--- config.mk ---
export PLATFORM = sky130hd
export DESIGN_NAME = swfd_queue
export DESIGN_NICKNAME = d
export VERILOG_FILES = /design/src/rtl/swfd_pkg.sv /design/src/rtl/swfd_queue.sv
export SDC_FILE = /design/constraint.sdc
export NUM_CORES = 1
export LEC_CHECK = 0
export ABC_AREA = 1
export BUFFER_PORTS_ARGS = -buffer_cell sky130_fd_sc_hd__buf_2
export CAP_MARGIN = 40
export CORE_ASPECT_RATIO = 0.5
export CORE_MARGIN = 5
export CORE_UTILIZATION = 26
export DETAILED_ROUTE_END_ITERATION = 16
export PLACE_DENSITY = 0.44
export SYNTH_ARGS = -nofsm -noshare
export SYNTH_HDL_FRONTEND = slang
export SYNTH_SLANG_ARGS = --single-unit
--- constraint.sdc ---
create_clock -name i_clk -period 12 [get_ports i_clk]
set_clock_uncertainty 0.05 [all_clocks]
set_input_delay 3 -clock i_clk [delete_from_list [all_inputs] [get_ports i_clk]]
set_output_delay 3 -clock i_clk [all_outputs]
set_load 0.01 [all_outputs]
--- src/rtl/swfd_pkg.sv ---
package swfd_pkg;

    localparam int SAMPLE_W   = 16;
    localparam int DLY_W      = 24;
    localparam int CFG_IDX_W  = 3;
    localparam int CFG_DATA_W = 22;

    localparam logic [31:0] LCG_MUL   = 32'd1664525;
    localparam logic [31:0] LCG_INC   = 32'd1013904223;
    localparam logic [31:0] RAND_SEED = 32'h7BADB002;
    localparam logic [9:0]  WOW_COEF     = 10'd46;
    localparam logic [9:0]  FLUTTER_COEF = 10'd983;

    typedef logic [CFG_IDX_W-1:0] t_reg_idx;
    localparam t_reg_idx REG_WOW_INTERVAL     = 3'd0;
    localparam t_reg_idx REG_FLUTTER_INTERVAL = 3'd1;
    localparam t_reg_idx REG_WOW_SPAN         = 3'd2;
    localparam t_reg_idx REG_FLUTTER_SPAN     = 3'd3;
    localparam t_reg_idx REG_CENTER_DLY       = 3'd4;
    localparam t_reg_idx REG_JITTER_AMP       = 3'd5;
    localparam t_reg_idx REG_MOD_SCALE        = 3'd6;

    typedef struct packed {
        logic signed [SAMPLE_W-1:0] left_in;
        logic signed [SAMPLE_W-1:0] right_in;
    } t_in;

    typedef struct packed {
        logic signed [SAMPLE_W-1:0] left_out;
        logic signed [SAMPLE_W-1:0] right_out;
    } t_out;

    typedef struct packed {
        logic [19:0] wow_interval;
        logic [19:0] flutter_interval;
        logic [15:0] wow_span;
        logic [15:0] flutter_span;
        logic [21:0] center_dly;
        logic [15:0] jitter_amp;
        logic [15:0] mod_scale;
    } t_cfg;

    typedef struct packed {
        logic signed [SAMPLE_W-1:0] left;
        logic signed [SAMPLE_W-1:0] right;
        logic [DLY_W-1:0]           dly_l;
        logic [DLY_W-1:0]           dly_r;
    } t_job;

    typedef enum logic [3:0] {
        F_IDLE, F_WOW, F_WGL, F_FLT, F_FGL, F_JIT, F_PRD, F_SUM, F_SCL, F_DLY, F_PUSH
    } t_fst;

    typedef enum logic [2:0] {
        B_CLR, B_IDLE, B_WR, B_RD0, B_RD1, B_CAP, B_OUT
    } t_bst;

    function automatic logic [31:0] lcg_next(input logic [31:0] x);
        return x * LCG_MUL + LCG_INC;
    endfunction

    // Bits 31..8 of the generator, offset to a signed Q1.23 value.
    function automatic logic signed [23:0] draw_val(input logic [31:0] x);
        return $signed({~x[31], x[30:8]});
    endfunction

    // One step of the first-order glide toward the goal, rounded half up.
    function automatic logic signed [23:0] glide(input logic signed [23:0] level,
                                                 input logic signed [23:0] goal,
                                                 input logic [9:0] coef);
        logic signed [24:0] d;
        logic signed [35:0] p;
        d = $signed({goal[23], goal}) - $signed({level[23], level});
        p = d * $signed({1'b0, coef});
        p = p + 36'sd32768;
        return level + $signed({{4{p[35]}}, p[35:16]});
    endfunction

endpackage

--- src/rtl/swfd_queue.sv ---
module swfd_queue import swfd_pkg::*; (
    input  logic i_clk,
    input  logic i_rst_n,
    input  logic i_push,
    input  t_job i_data,
    input  logic i_pop,
    output t_job o_data,
    output logic o_full,
    output logic o_empty
);

    t_job       r_slot [2];
    logic       r_wptr;
    logic       r_rptr;
    logic [1:0] r_count;

    always_ff @(posedge i_clk) begin
        if (i_push) begin
            r_slot[r_wptr] <= i_data;
        end
    end

    always_ff @(posedge i_clk) begin
        if (!i_rst_n) begin
            r_wptr  <= 1'b0;
            r_rptr  <= 1'b0;
            r_count <= 2'd0;
        end else begin
            if (i_push) begin
                r_wptr <= ~r_wptr;
            end
            if (i_pop) begin
                r_rptr <= ~r_rptr;
            end
            case ({i_push, i_pop})
                2'b10:   r_count <= r_count + 2'd1;
                2'b01:   r_count <= r_count - 2'd1;
                default: r_count <= r_count;
            endcase
        end
    end

    assign o_data  = r_slot[r_rptr];
    assign o_full  = (r_count == 2'd2);
    assign o_empty = (r_count == 2'd0);

endmodule

==> reports/qor.txt <==
Longest Clk Path Bufs: 2
Chip Height: 121 um
Hold endpoint: r_rptr
Critical Path RT: 8.95 ns
Gate count of the mapped netlist: 284
Synth warnings: 0
Flop pwr share: 0.496
Sw Ratio: 0.222
DRT Pass-1 Iters: 4
Max Slew Vio Count: 0
Area Overhead vs Synth: 27.1%
R2r setup slk: 9.89 ns
Reg clk slew, reported paths: 0.06 ns
Hold Crit Depth: 2
Post-DP HPWL: 9110 um
Residual DRC: 0
Global-route wire length before repair: 20100 um
Crit-path slowest cell: dfxtp_4
Yosys top cell by area: edfxtp_1
Setup Buffers After CTS: 0
Commonest non-fill, non-tap cell in the layout: buf_2
Core area: 24100 sq um
Buffers added on ports: 165
Total net switching power: 304 uW
Final nets: 548
Initial DRC count: 124
Post-CTS Resized: 0
Cell Pwr Density: 168 nW/um^2
Die W: 232 um
Worst slew margin: 0.448
Tmin final: 5.72 ns
Overall routing resource usage: 0.0975
Worst-margin pin slew: 0.828 ns
Setup violations, final: 0
Max Clk Rate: 0.175 GHz
CTS H-tree depth: 4
Lkg Pwr: 0.00320 uW
Via density: 3.86
Hold Fails Final Rpt: 0
Clock Sinks: 165
Comb pwr share: 0.095
Post-synth top area share: 0.750
Sequential fraction of the synthesis area: 0.766
Avg Inst Size Synth: 22.5 sq um
CP Class: register to output port
CTS tree: built
GP Congestion: 0.667
Die area: 28100 sq um
RSZ-0062 raised after global routing: no
Final period util: 0.476
CTS root buffer: clkbuf_16
Element type at the critical path end: output port
Worst VDD drop: 91.3 uV
Clock share of power: 0.408
Setup crit start kind: register
Fin util: 0.338
Largest net degree at the start of global routing: 52
Initial antenna violation count: 1
Fin Hold WS: 0.450 ns
Place WS: 6.66 ns
Number of hold buffers added after CTS: 0
Post-route setup slack: 6.28 ns
CTS Buf Count: 17
Hold path startpoint: r_rptr
Initial Util: 0.265
I/O pins: 166
Synth area leaders: edfxtp_1 (75%), mux2_4 (19%), buf_12 (2.5%), dfxtp_1 (1.6%), nor2_1 (0.70%)
Setup_tns: 0 ns
Crit path arrival time: 2.67 ns
Synth cell types: 12
Vias post-DR: 3135
Worst r2r dst: r_slot[1][30]
Syn nets: 369
Min-delay worst type: register to register
Pint: 1070 uW
Worst path cell trace: buf_4 -> mux2_4 -> buf_2
R2r worst-path depth: 3
Clk_lat worst skew: 0.43 ns
# rows: 40
Commonest non-fill, non-tap cells in the layout: buf_2 (165), edfxtp_1 (160), mux2_4 (80), clkbuf_16 (17), nor2_1 (11)
Vias in the first global route: 3406
Routed WL per cell: 16.7 um
ANT nets after route: 0
#FFs+latches synth: 165
Layout cells sized above 1: 0.592
Total grt overflow: 0
CP max FO: 41
Worst r2r src: r_wptr
Status: finished, final reports clean
CP peak stage delay: 0.87 ns
Syn Std Cell Area: 6400 sq um
MaxCap Viol Count: 0
Detailed-route wire length: 13500 um
## metal layers
metal | vias to the layer above | routed length, um | GRT usage
li1 | 1466 | - | -
met1 | 1603 | 5070 | 0.0991
met2 | 49 | 7730 | 0.181
met3 | 17 | 474 | 0.0374
met4 | 0 | 271 | 0.0391
met5 | - | 0 | 0
## sequential cells by signal, indices dropped and copies added (netlist names), named ones only
register and flops:
r_count 2, r_rptr 1, r_slot 160, r_wptr 1
## worst max-delay path, delay by kind of cell, from the launching register on
family | cells | cell delay [ns]
buffers and inverters | 2 | 0.91
DFF | 1 | 0.87
muxes | 1 | 0.37
## cell usage after synthesis (all sizes together)
master / instances
nand4: 1
o21ai: 1
mux2: 80
a21oi: 1
dfxtp: 5
nand2: 8
edfxtp: 160
ha: 1
nor2: 12
buf: 9
inv: 6
## worst max-delay path by stage
stage	from	slack (ns)	cells after the start	to
6_report	register	6.28	3	o_data[24]
5_1_grt	register	6.13	3	o_data[24]
4_1_cts	register	6.17	3	o_data[24]
3_5_place_dp	register	6.66	3	o_data[24]
3_3_place_gp	register	6.67	3	o_data[24]
2_1_floorplan	i_push	5.02	2	r_slot[0][0]
## cells by family after synthesis
kind of cell / after synthesis / synth area share
and+or+nand+nor: 21 / 0.0127
AOI/OAI and AO/OA: 2 / 0.00156
buffers and inverters: 15 / 0.0303
muxes: 80 / 0.188
DFF: 165 / 0.766
adders and majority gates: 1 / 0.00195
## power groups by stage
stage	Clock (uW)	Combinational [uW]	Sequential, uW
6_report	559	130	680
5_1_grt	606	141	683
4_1_cts	579	135	681
3_5_place_dp	0	134	693
3_3_place_gp	0	132	692
2_1_floorplan	0	89.0	687
## metrics by stage
stage / power [uW] / instances / area, sq um
after floorplan: 776 / 284 / 6400
after global placement: 824 / 779 / 7510
after detailed placement: 827 / 780 / 7530
after CTS: 1390 / 812 / 8140
after global routing: 1430 / 813 / 8140
final: 1370 / 813 / 8140
## layout make-up
type	instances	area (sq um)
flip-flops and latches	165	4910
well taps	336	420
clock inverters	13	173
diodes	1	2.50
repair buffers	169	868
inverters	6	23.8
multi-input cells	104	1310
clock buffers	19	433
fillers	2373	16000
Power figures use the tool's default switching activity.
